### src/hw/rtl/hkrt_pkg.sv
// ----------------------------------------------------------------------------
// hkrt_pkg
// shared types and constants for the held key release timeout tracker
// ----------------------------------------------------------------------------
package hkrt_pkg;

  typedef enum logic [2:0] {
    ST_IDLE,
    ST_TICK,
    ST_MODS,
    ST_PRESS,
    ST_FLUSH
  } state_t;

  typedef enum logic [1:0] {
    REG_FIRST_DELAY  = 2'd0,
    REG_NEXT_DELAY   = 2'd1,
    REG_MAX_RAW_CODE = 2'd2
  } reg_idx_t;

  localparam logic KIND_TICK = 1'b0;
  localparam logic SRC_KEY   = 1'b0;
  localparam logic SRC_MOD   = 1'b1;

  localparam logic [7:0] FIRST_DELAY_RST  = 8'd25;
  localparam logic [7:0] NEXT_DELAY_RST   = 8'd5;
  localparam logic [7:0] MAX_RAW_CODE_RST = 8'd99;

  localparam logic [2:0] RCTRL_BIT    = 3'd4;
  localparam logic [2:0] MOD_BIT_LAST = 3'd7;
  localparam logic [3:0] MAX_RESULTS  = 4'd8;

  typedef struct packed {
    logic       src;
    logic [6:0] code;
    logic       pressed;
  } event_t;

  typedef struct packed {
    logic load;
    logic step_tick;
    logic step_mod;
    logic do_press;
    logic flush;
  } cmd_t;

  typedef struct packed {
    logic in_kind;
    logic in_raw_ok;
    logic key_nz;
    logic slot_last;
    logic bit_last;
    logic tick_emit;
    logic mod_emit;
    logic press_emit;
    logic pend_valid;
    logic out_free;
  } status_t;

endpackage

### src/hw/rtl/hkrt_dp.sv
// ----------------------------------------------------------------------------
// hkrt_dp
// slot table, modifier state, config registers and the event staging path
// ----------------------------------------------------------------------------
module hkrt_dp import hkrt_pkg::*; #(
  parameter int SLOTS = 8
) (
  input  logic       clk,
  input  logic       rst_n,
  input  cmd_t       cmd,
  output status_t    st,
  input  logic       in_kind,
  input  logic [7:0] in_raw_code,
  input  logic [6:0] in_key_code,
  input  logic [7:0] in_modifiers,
  input  logic       cfg_we,
  input  logic [1:0] cfg_index,
  input  logic [7:0] cfg_data,
  output logic       out_valid,
  input  logic       out_stall,
  output logic       out_event_source,
  output logic [6:0] out_event_code,
  output logic       out_pressed,
  output logic       out_last
);

  localparam int IDX_W = (SLOTS > 1) ? $clog2(SLOTS) : 1;
  localparam int CNT_W = (IDX_W > 3) ? IDX_W : 3;

  logic [CNT_W-1:0] cnt_r, cnt_nxt;
  logic [3:0]       n_r, n_nxt;
  logic [6:0]       key_r;
  logic [7:0]       mods_r;
  logic [7:0]       mod_state_r;
  logic [7:0]       first_delay_r, next_delay_r, max_raw_code_r;
  logic [SLOTS-1:0] used_r;
  logic [6:0]       slot_key_r [SLOTS];
  logic [7:0]       slot_cnt_r [SLOTS];
  event_t           pend_r, pend_nxt;
  logic             pend_v_r, pend_v_nxt;
  event_t           out_r, out_nxt;
  logic             out_last_r, out_last_nxt;
  logic             out_v_r, out_v_nxt;

  logic [IDX_W-1:0] idx;
  logic [2:0]       bidx;
  logic             cur_used;
  logic [6:0]       cur_key;
  logic [7:0]       cur_cnt;
  logic [7:0]       diff;
  logic             hit_found, free_found;
  logic [IDX_W-1:0] hit_idx, free_idx;
  logic             emit_en;
  event_t           ev;

  assign idx      = cnt_r[IDX_W-1:0];
  assign bidx     = cnt_r[2:0];
  assign cur_used = used_r[idx];
  assign cur_key  = slot_key_r[idx];
  assign cur_cnt  = slot_cnt_r[idx];
  assign diff     = mods_r ^ mod_state_r;

  // first held slot with this key, first free slot
  always_comb begin
    hit_found  = 1'b0;
    hit_idx    = '0;
    free_found = 1'b0;
    free_idx   = '0;
    for (int i = 0; i < SLOTS; i++) begin
      if (!hit_found && used_r[i] && (slot_key_r[i] == key_r)) begin
        hit_found = 1'b1;
        hit_idx   = IDX_W'(i);
      end
      if (!free_found && !used_r[i]) begin
        free_found = 1'b1;
        free_idx   = IDX_W'(i);
      end
    end
  end

  always_comb begin
    st.in_kind    = in_kind;
    st.in_raw_ok  = (in_raw_code <= max_raw_code_r);
    st.key_nz     = (key_r != 7'd0);
    st.slot_last  = (cnt_r == CNT_W'(SLOTS - 1));
    st.bit_last   = (cnt_r == CNT_W'(MOD_BIT_LAST));
    st.tick_emit  = cur_used && (cur_cnt == 8'd0) && (n_r < MAX_RESULTS);
    st.mod_emit   = diff[bidx] && (bidx != RCTRL_BIT);
    st.press_emit = hit_found || free_found;
    st.pend_valid = pend_v_r;
    st.out_free   = !out_v_r || !out_stall;
  end

  always_comb begin
    emit_en = 1'b0;
    ev      = '0;
    if (cmd.step_tick && st.tick_emit) begin
      emit_en    = 1'b1;
      ev.src     = SRC_KEY;
      ev.code    = cur_key;
      ev.pressed = 1'b0;
    end
    if (cmd.step_mod && st.mod_emit) begin
      emit_en    = 1'b1;
      ev.src     = SRC_MOD;
      ev.code    = {4'd0, bidx};
      ev.pressed = mods_r[bidx];
    end
    if (cmd.do_press && st.press_emit) begin
      emit_en    = 1'b1;
      ev.src     = SRC_KEY;
      ev.code    = key_r;
      ev.pressed = 1'b1;
    end
  end

  // one word staged so the final word of an item can carry last
  always_comb begin
    cnt_nxt      = cnt_r;
    n_nxt        = n_r;
    pend_nxt     = pend_r;
    pend_v_nxt   = pend_v_r;
    out_nxt      = out_r;
    out_last_nxt = out_last_r;
    out_v_nxt    = out_v_r && out_stall;
    if (cmd.load) begin
      cnt_nxt = '0;
      n_nxt   = 4'd0;
    end else if (cmd.step_tick || cmd.step_mod) begin
      cnt_nxt = cnt_r + 1'b1;
    end
    if (emit_en) begin
      n_nxt      = n_r + 4'd1;
      pend_nxt   = ev;
      pend_v_nxt = 1'b1;
      if (pend_v_r) begin
        out_nxt      = pend_r;
        out_last_nxt = 1'b0;
        out_v_nxt    = 1'b1;
      end
    end
    if (cmd.flush) begin
      out_nxt      = pend_r;
      out_last_nxt = 1'b1;
      out_v_nxt    = 1'b1;
      pend_v_nxt   = 1'b0;
    end
  end

  always_ff @(posedge clk) begin
    if (!rst_n) begin
      pend_v_r       <= 1'b0;
      out_v_r        <= 1'b0;
      mod_state_r    <= 8'd0;
      first_delay_r  <= FIRST_DELAY_RST;
      next_delay_r   <= NEXT_DELAY_RST;
      max_raw_code_r <= MAX_RAW_CODE_RST;
    end else begin
      pend_v_r <= pend_v_nxt;
      out_v_r  <= out_v_nxt;
      if (cmd.step_mod && st.bit_last) begin
        mod_state_r <= mods_r;
      end
      if (cfg_we) begin
        case (reg_idx_t'(cfg_index))
          REG_FIRST_DELAY:  first_delay_r  <= cfg_data;
          REG_NEXT_DELAY:   next_delay_r   <= cfg_data;
          REG_MAX_RAW_CODE: max_raw_code_r <= cfg_data;
          default: ;
        endcase
      end
    end
  end

  always_ff @(posedge clk) begin
    cnt_r      <= cnt_nxt;
    n_r        <= n_nxt;
    pend_r     <= pend_nxt;
    out_r      <= out_nxt;
    out_last_r <= out_last_nxt;
    if (cmd.load) begin
      key_r  <= in_key_code;
      mods_r <= in_modifiers;
    end
  end

  always_ff @(posedge clk) begin
    if (!rst_n) begin
      used_r <= '0;
    end else begin
      if (cmd.step_tick && st.tick_emit) begin
        used_r[idx] <= 1'b0;
      end
      if (cmd.do_press && !hit_found && free_found) begin
        used_r[free_idx] <= 1'b1;
      end
    end
  end

  always_ff @(posedge clk) begin
    if (cmd.step_tick && cur_used && (cur_cnt != 8'd0)) begin
      slot_cnt_r[idx] <= cur_cnt - 8'd1;
    end
    if (cmd.do_press) begin
      if (hit_found) begin
        slot_cnt_r[hit_idx] <= next_delay_r;
      end else if (free_found) begin
        slot_cnt_r[free_idx] <= first_delay_r;
        slot_key_r[free_idx] <= key_r;
      end
    end
  end

  assign out_valid        = out_v_r;
  assign out_event_source = out_r.src;
  assign out_event_code   = out_r.code;
  assign out_pressed      = out_r.pressed;
  assign out_last         = out_last_r;

endmodule

### src/hw/rtl/hkrt_ctrl.sv
// ----------------------------------------------------------------------------
// hkrt_ctrl
// sequencer that walks the slots or modifier bits and closes each item
// ----------------------------------------------------------------------------
module hkrt_ctrl import hkrt_pkg::*; (
  input  logic    clk,
  input  logic    rst_n,
  input  logic    in_valid,
  output logic    in_stall,
  input  status_t st,
  output cmd_t    cmd
);

  state_t state_r, state_nxt;
  logic   held_off;

  always_ff @(posedge clk) begin
    if (!rst_n) begin
      state_r <= ST_IDLE;
    end else begin
      state_r <= state_nxt;
    end
  end

  always_comb begin
    state_nxt = state_r;
    cmd       = '0;
    in_stall  = (state_r != ST_IDLE);
    held_off  = st.pend_valid && !st.out_free;
    case (state_r)
      ST_IDLE: begin
        if (in_valid) begin
          cmd.load = 1'b1;
          if (st.in_kind == KIND_TICK) begin
            state_nxt = ST_TICK;
          end else if (st.in_raw_ok) begin
            state_nxt = ST_MODS;
          end
        end
      end
      ST_TICK: begin
        if (!(st.tick_emit && held_off)) begin
          cmd.step_tick = 1'b1;
          if (st.slot_last) begin
            state_nxt = ST_FLUSH;
          end
        end
      end
      ST_MODS: begin
        if (!(st.mod_emit && held_off)) begin
          cmd.step_mod = 1'b1;
          if (st.bit_last) begin
            state_nxt = st.key_nz ? ST_PRESS : ST_FLUSH;
          end
        end
      end
      ST_PRESS: begin
        if (!(st.press_emit && held_off)) begin
          cmd.do_press = 1'b1;
          state_nxt    = ST_FLUSH;
        end
      end
      ST_FLUSH: begin
        if (!st.pend_valid) begin
          state_nxt = ST_IDLE;
        end else if (st.out_free) begin
          cmd.flush = 1'b1;
          state_nxt = ST_IDLE;
        end
      end
      default: begin
        state_nxt = ST_IDLE;
      end
    endcase
  end

endmodule

### src/hw/rtl/held_key_release_timeout_tracker_top.sv
// ----------------------------------------------------------------------------
// held_key_release_timeout_tracker_top
// turns auto-repeated key reports into press and release events
// ----------------------------------------------------------------------------
// Items are taken one at a time; in_stall stays high until every event of the
// current item has been handed to the output register. A frame tick is handled
// as the accept, a countdown step for each slot of the table, and the release of
// the final word. A key report is handled as the accept, a step for each modifier
// bit, the slot lookup and update (skipped when the key code is 0), and the
// release of the final word. A report whose raw code is above max_raw_code is
// accepted and gives no events. A full output register that meets a stall on the
// result side holds the current step. Config writes are always taken (cfg_ready
// is high).
module held_key_release_timeout_tracker_top import hkrt_pkg::*; #(
  parameter int SLOTS = 8
) (
  input  logic       clk,
  input  logic       rst_n,
  input  logic       in_valid,
  output logic       in_stall,
  input  logic       in_kind,
  input  logic [7:0] in_raw_code,
  input  logic [6:0] in_key_code,
  input  logic [7:0] in_modifiers,
  output logic       out_valid,
  input  logic       out_stall,
  output logic       out_event_source,
  output logic [6:0] out_event_code,
  output logic       out_pressed,
  output logic       out_last,
  input  logic       cfg_valid,
  output logic       cfg_ready,
  input  logic [1:0] cfg_index,
  input  logic [7:0] cfg_data
);

  cmd_t    cmd;
  status_t st;

  assign cfg_ready = 1'b1;

  hkrt_ctrl u_ctrl (
    .clk      (clk),
    .rst_n    (rst_n),
    .in_valid (in_valid),
    .in_stall (in_stall),
    .st       (st),
    .cmd      (cmd)
  );

  hkrt_dp #(
    .SLOTS (SLOTS)
  ) u_dp (
    .clk              (clk),
    .rst_n            (rst_n),
    .cmd              (cmd),
    .st               (st),
    .in_kind          (in_kind),
    .in_raw_code      (in_raw_code),
    .in_key_code      (in_key_code),
    .in_modifiers     (in_modifiers),
    .cfg_we           (cfg_valid && cfg_ready),
    .cfg_index        (cfg_index),
    .cfg_data         (cfg_data),
    .out_valid        (out_valid),
    .out_stall        (out_stall),
    .out_event_source (out_event_source),
    .out_event_code   (out_event_code),
    .out_pressed      (out_pressed),
    .out_last         (out_last)
  );

endmodule

### config.mk
export PLATFORM = sky130hd
export DESIGN_NAME = held_key_release_timeout_tracker_top
export DESIGN_NICKNAME = d
export VERILOG_FILES = /design/src/hw/rtl/hkrt_pkg.sv /design/src/hw/rtl/hkrt_dp.sv /design/src/hw/rtl/hkrt_ctrl.sv /design/src/hw/rtl/held_key_release_timeout_tracker_top.sv
export SDC_FILE = /design/constraint.sdc
export NUM_CORES = 1
export LEC_CHECK = 0
export BUFFER_PORTS_ARGS = -buffer_cell sky130_fd_sc_hd__clkbuf_2
export CAP_MARGIN = 20
export CORE_ASPECT_RATIO = 0.5
export CORE_MARGIN = 2
export CORE_UTILIZATION = 61
export DETAILED_ROUTE_END_ITERATION = 6
export GPL_TIMING_DRIVEN = 0
export PLACE_DENSITY = 0.9
export REMOVE_ABC_BUFFERS = 1
export SYNTH_ARGS = -nofsm -noshare
export SYNTH_HDL_FRONTEND = slang
export SYNTH_SLANG_ARGS = --single-unit
### constraint.sdc
create_clock -name clk -period 4.9 [get_ports clk]
set_input_delay 0.49 -clock clk [delete_from_list [all_inputs] [get_ports clk]]
set_output_delay 0.49 -clock clk [all_outputs]
set_load 0.1 [all_outputs]
==> results.py, run 1 <==
metrics = {
    "global_route": {
        "grt_max_degree": 46,
        "grtUsageMet2": 0.459,
        "grt_util_met1": 0.333,
        "grt_use_met3": 0.0619,
        "antenna_found_initial": 0,
        "grt_busiest_layer": "met2",
        "overflow": 0,
        "grt_pass1_wl_microns": 34600,
        "grt_pass1_vias": 6452,
        "grt_use_total": 0.267,
    },
    "routing": {
        "drt-initial-drc-count": 768,
        "drc": 0,
        "final_antenna_net_count": 0,
        "first_pass_iters": 5,
        "vias": 6483,
        "avgViaCountPerCell": 6.52,
        "routed_wl_microns": 22100,
        "wl_per_cell_microns": 22.2,
    },
    "clock_tree": {
        "cts.sinks": 209,
        "postCtsSetupBuffers": 0,
        "cts_hold_buf": 0,
        "h-tree-depth": 1,
        "clk_path_buf_depth": 3,
        "cts_root_buffer": "clkbuf_16",
        "numCtsBuffers": 19,
        "clock_latency_ps": 490,
        "clkTransAtPathRegs_ps": 70,
        "cts_tree": "yes",
        "post_cts_resized": 0,
    },
    "run_status": {
        "status": "completed",
    },
    "logic_synthesis": {
        "ys_warn_count": 0,
        "yosys.area.top_type_share": 0.485,
        "synth-main-ff-cell": "edfxtp_1",
        "netlist_instances": 734,
        "yosysMostFrequentCell": "edfxtp_1",
        "synth_edf_count": 157,
        "async_flop_share": 0,
        "synth_area_leader_cell": "edfxtp_1",
        "synth.distinct_cells": 64,
        "synthTopCellsByCount": "edfxtp_1, nand2_1, dfxtp_1",
        "synth.cell_area_sq_mm": 0.00972,
        "synth.area.top_cells": "edfxtp_1, dfxtp_1, mux4_2",
        "syn_avg_cell_area_sq_um": 13.2,
        "ys_seq_area_frac": 0.592,
        "yosys_register_bits": 209,
    },
    "timing": {
        "worstMarginPinSlew_ps": 977,
        "rsz0062_at_grt": "no",
        "post-route-period-util": 0.968,
        "clock_skew_ps": 10.1,
        "finalCriticalPeriod_ps": 4740,
        "slew_headroom": 0.349,
        "fin_ws_ps": 157,
        "finalSetupViolCount": 0,
        "slew_violations": 0,
        "hold_viol": 0,
        "tns_ps": 0,
        "timing.hold.ws_ps": 174,
        "fmax_mhz": 211,
    },
    "final_layout": {
        "fin_cells": 995,
        "final_nets": 831,
        "post-route-util": 0.697,
        "drive_gt1_frac": 0.172,
        "diodes": 0,
        "finalInstanceArea_sq_mm": 0.0108,
        "syn_to_final_growth_pct": 11.0,
        "fillCellCount": 935,
    },
    "worst_setup_path": {
        "end_kind": "flop",
        "arrival_ps": 4930,
        "critPathSlowestCell": "edfxtp_1",
        "critPathTopFamily": "simple AND/OR/NAND/NOR gates",
        "max_stage_delay_ps": 910,
        "path_buf_inv": 1,
        "worst-setup-path-type": "flop to flop",
        "start_kind": "flop",
        "required_ps": 5090,
        "crit_chain": "xnor2_1 > nand4_1 > nor2_1 > nor4_2 > nand3_2 > nand2b_1 > o2bb2ai_1 > nor3_1 > buf_4",
        "path_max_fanout": 19,
    },
    "die": {
        "num_rows": 32,
        "die_h_microns": 93.3,
        "core_area_sq_mm": 0.0155,
        "die_x_microns": 183,
        "initial_core_util": 0.627,
        "pin_count": 52,
        "dieArea_sq_mm": 0.0170,
    },
    "placement": {
        "dpl_cell_area_sq_mm": 0.0102,
        "gp_congestion": 0.898,
        "dp_cells": 961,
        "io_buffers": 50,
        "hpwl_microns": 14800,
        "dp_slack_ps": 256,
    },
    "worst_hold_path": {
        "holdCritPathClass": "input pin to flop",
    },
    "power": {
        "finalPower_mw": 5.25,
        "vdd_drop_max_mv": 0.225,
        "p_leak_nw": 3.81,
        "powerDensity_mw_per_mm2": 486,
    },
    "run": {
        "cap_violations": 0,
    },
}
==> final cells by class <==
class	count	area (sq um)	share of cell area
clock inverter	8	62.6	0.00580
timing repair buffer	62	385	0.0357
multi-input combinational	466	3740	0.346
tap	204	255	0.0236
clock buffer	25	518	0.0480
inverter	21	78.8	0.00730
sequential	209	5760	0.533
==> final timing paths <==
path | from | end | slack, ps | cells after the start
worst max-delay path | u_dp.key_r[3] | u_dp.slot_cnt_r[5][5] | 160 | 9
worst min-delay path | in_modifiers[4] | u_dp.mods_r[4] | 170 | 1
worst max register to register | u_dp.key_r[3] | u_dp.slot_cnt_r[5][5] | 160 | 9
worst min register to register | u_dp.pend_r[2] | u_dp.out_event_code[1] | 410 | 0
==> cell usage in the layout (no fill, tap or decap), types with 14 or more instances in the layout <==
cell and count:
a21oi_1 21, clkbuf_16 19, clkbuf_2 50, dfxtp_1 51, edfxtp_1 157, inv_1 19, mux2i_1 47, mux4_2 32
nand2_1 54, nand4_1 14, nor2_1 41, nor2b_1 25, o21ai_0 17, xnor2_1 40, xor2_1 31
==> per-layer routing <==
| layer | routed length, microns | vias up |
|---|---|---|
| met5 | 0 | - |
| met4 | 790 | 0 |
| met3 | 2170 | 84 |
| met2 | 10700 | 395 |
| met1 | 8480 | 3184 |
| li1 | - | 2820 |
==> registers in the layout, summed over array words and instances (netlist names), 3 cells and up, named ones only <==
register	cells
u_dp.max_raw_code_r	8
u_dp.mod_state_r	8
u_dp.used_r	8
u_dp.slot_cnt_r	64
u_dp.next_delay_r	8
u_dp.key_r	7
u_dp.n_r	4
u_dp.pend_r	9
u_dp.first_delay_r	8
u_ctrl.state_r	3
u_dp.out_event_code	7
u_dp.mods_r	8
u_dp.bidx	3
u_dp.slot_key_r	56
==> cells by family (layout without fill, tap and decap cells) <==
logic type / after synthesis / count (layout) / share of synthesized area
mux: 82 / 82 / 0.126
xor+xnor: 71 / 71 / 0.0640
other cells: 1 / 1 / 0.000386
buf+inv: 59 / 116 / 0.0269
flops: 209 / 209 / 0.592
fa+ha+maj: 13 / 13 / 0.0167
simple gates: 199 / 199 / 0.106
compound gates: 100 / 100 / 0.0677
==> power by group <==
group	internal [mW]	total, mW	switching, mW
clock	0.796	1.42	0.622
sequential	2.23	2.47	0.241
combinational	0.534	1.36	0.827
Power figures use the tool's default switching activity.
==> inputs of run 2 (changes only) <==
- clock period: 4.9 -> 4.5 ns (I/O delays scaled with it)
==> run 2 against run 1 <==
Count of clock-buffer cells in the layout is the same. Sequential share of layout area shrank 0.88 points. Hold slack lost 42 ps. First-iteration DRC count grew 5.7%. Utilization grew 1.2 points. Non-clock buffer count grew 15. Via count grew 2.0%. Critical path depth is the same. Die area is the same. Routed wire length grew 3.5%. Critical endpoint unchanged. Largest cell class unchanged.
==> results.py, run 2 (synthesis gave the netlist of run 1 again) <==
metrics = {
    "final_layout": {
        "drive_gt1_frac": 0.190,
        "syn_to_final_growth_pct": 12.9,
        "layout_commonest_cell": "edfxtp_1",
        "largest_reg_flops": 64,
        "fin_cells": 1010,
        "final_nets": 846,
        "regMostFlops": "u_dp.slot_cnt_r",
        "reg.largest.list": "u_dp.slot_cnt_r: 64 flops, u_dp.slot_key_r: 56 flops, u_dp.pend_r: 9 flops",
        "final_cell_mix": "edfxtp_1, nand2_1, dfxtp_1",
        "diodes": 0,
    },
    "die": {
        "core_area_sq_mm": 0.0155,
        "dieArea_sq_mm": 0.0170,
        "num_rows": 32,
        "pin_count": 52,
        "die_x_microns": 183,
        "initial_core_util": 0.627,
        "die_h_microns": 93.3,
    },
    "worst_setup_path": {
        "worst-setup-path-type": "flop to flop",
        "required_ps": 4700,
        "r2r_setup_slack_ps": 170,
        "rr_worst_depth": 9,
        "end_kind": "flop",
        "critPathTopFamily": "simple AND/OR/NAND/NOR gates",
        "max_stage_delay_ps": 840,
        "crit_chain": "xnor2_1 > nand4_1 > nor2_1 > nor4_4 > nand3_4 > nand2b_1 > o2bb2ai_1 > nor3_1 > buf_4",
        "arrival_ps": 4530,
        "path_max_fanout": 19,
        "r2r_start": "u_dp.key_r[0]",
        "start_kind": "flop",
        "crit_start": "u_dp.key_r[0]",
        "path_buf_inv": 1,
        "critPathSlowestCell": "edfxtp_1",
        "reg2reg_to": "u_dp.slot_cnt_r[5][5]",
    },
    "placement": {
        "dp_cells": 961,
        "gp_congestion": 0.898,
        "hpwl_microns": 14800,
        "io_buffers": 50,
    },
    "power": {
        "power_frac_clock": 0.267,
        "p_sw_mw": 1.88,
        "vdd_drop_max_mv": 0.247,
        "p_int_mw": 3.93,
        "combPwrFrac": 0.282,
        "p_leak_nw": 3.93,
        "pwr-share-seq": 0.451,
        "powerDensity_mw_per_mm2": 529,
        "swShare": 0.324,
    },
    "clock_tree": {
        "clk_path_buf_depth": 3,
        "numCtsBuffers": 19,
        "clock_latency_ps": 490,
        "cts_hold_buf": 0,
        "h-tree-depth": 1,
        "cts_tree": "yes",
        "cts_root_buffer": "clkbuf_16",
        "cts.sinks": 209,
        "clkTransAtPathRegs_ps": 60,
    },
    "timing": {
        "post-route-period-util": 0.963,
        "hold_viol": 0,
        "timing.hold.ws_ps": 132,
        "slew_headroom": 0.361,
        "rsz0062_at_grt": "no",
        "slew_violations": 0,
        "fmax_mhz": 231,
        "finalCriticalPeriod_ps": 4330,
        "clock_skew_ps": 11.8,
        "finalSetupViolCount": 0,
        "worstMarginPinSlew_ps": 959,
    },
    "global_route": {
        "antenna_found_initial": 1,
        "grt_max_degree": 46,
        "overflow": 0,
        "grt_pass1_wl_microns": 34700,
        "grt_use_total": 0.267,
        "grt_pass1_vias": 6507,
    },
    "worst_hold_path": {
        "worstHoldStart": "in_modifiers[2]",
        "holdCritPathClass": "input pin to flop",
        "whs_endpoint": "u_dp.mods_r[2]",
        "hold_depth": 1,
    },
    "routing": {
        "vias": 6614,
        "drt-met1-wl_microns": 8620,
        "first_pass_iters": 6,
        "wl_met3_microns": 2220,
        "routed_wl_microns": 22900,
        "avgViaCountPerCell": 6.55,
        "drt-initial-drc-count": 812,
        "drc": 0,
        "dr_wl_met2_microns": 11000,
        "wl_per_cell_microns": 22.7,
        "top_layer": "met5",
        "final_antenna_net_count": 0,
    },
    "run_status": {
        "status": "completed",
    },
    "run": {
        "cap_violations": 0,
    },
}
## run 2: cell count changes in the layout (fill, tap and decap cells not counted), moves of 2 or more
cell	delta
buf_12	+2
nor3b_4	+2
buf_4	+13
nor3b_2	-2
## run 2: per-layer routing
layer	vias up	GRT usage
met3	110	0.0611
li1	2847	-
met4	2	0.112
met2	457	0.460
met1	3198	0.332
met5	-	0
## run 2: worst max path at each step
stage	end	slack [ps]	cells past startpoint
after floorplan	u_dp.out_event_code[0]	190	9
after global placement	u_dp.out_event_code[3]	-1010	9
after detailed placement	u_dp.slot_cnt_r[6][3]	-140	7
after CTS	u_dp.slot_cnt_r[5][5]	20	9
after global routing	u_dp.slot_cnt_r[5][3]	120	9
final	u_dp.slot_cnt_r[5][5]	170	9
## run 2: area by class of cell
cell class                 instances  area [sq um]
clock buffer                      25           518
fill                             903          4520
tap                              204           255
inverter                          21          78.8
multi-input combinational        466          3780
sequential                       209          5760
clock inverter                     8          62.6
timing repair buffer              77           523
## run 2: power groups by stage
stage / registers, mW / clock network (mW) / logic, mW
after floorplan: 2.75 / 0 / 0.949
after global placement: 2.78 / 0 / 1.26
after detailed placement: 2.72 / 0 / 1.43
after CTS: 2.69 / 1.55 / 1.47
after global routing: 2.64 / 1.62 / 1.75
final: 2.62 / 1.55 / 1.64
## run 2: timing repair
item,CTS,global route
gates resized for setup,3,5
setup buffers,0,16
setup endpoints to repair,50,69
pin swaps,0,0
## run 2: through the flow
stage	setup slack, ps	total power [mW]	instance area [sq um]	setup TNS [ps]	utilization
3_5_place_dp	-144	4.15	10200	-3550	0.658
5_1_grt	117	6.01	11000	0	0.708
3_3_place_gp	-1010	4.04	10000	-54920	0.648
6_report	165	5.81	11000	0	0.708
4_1_cts	19.5	5.71	10800	0	0.697
2_1_floorplan	195	3.70	9540	0	-
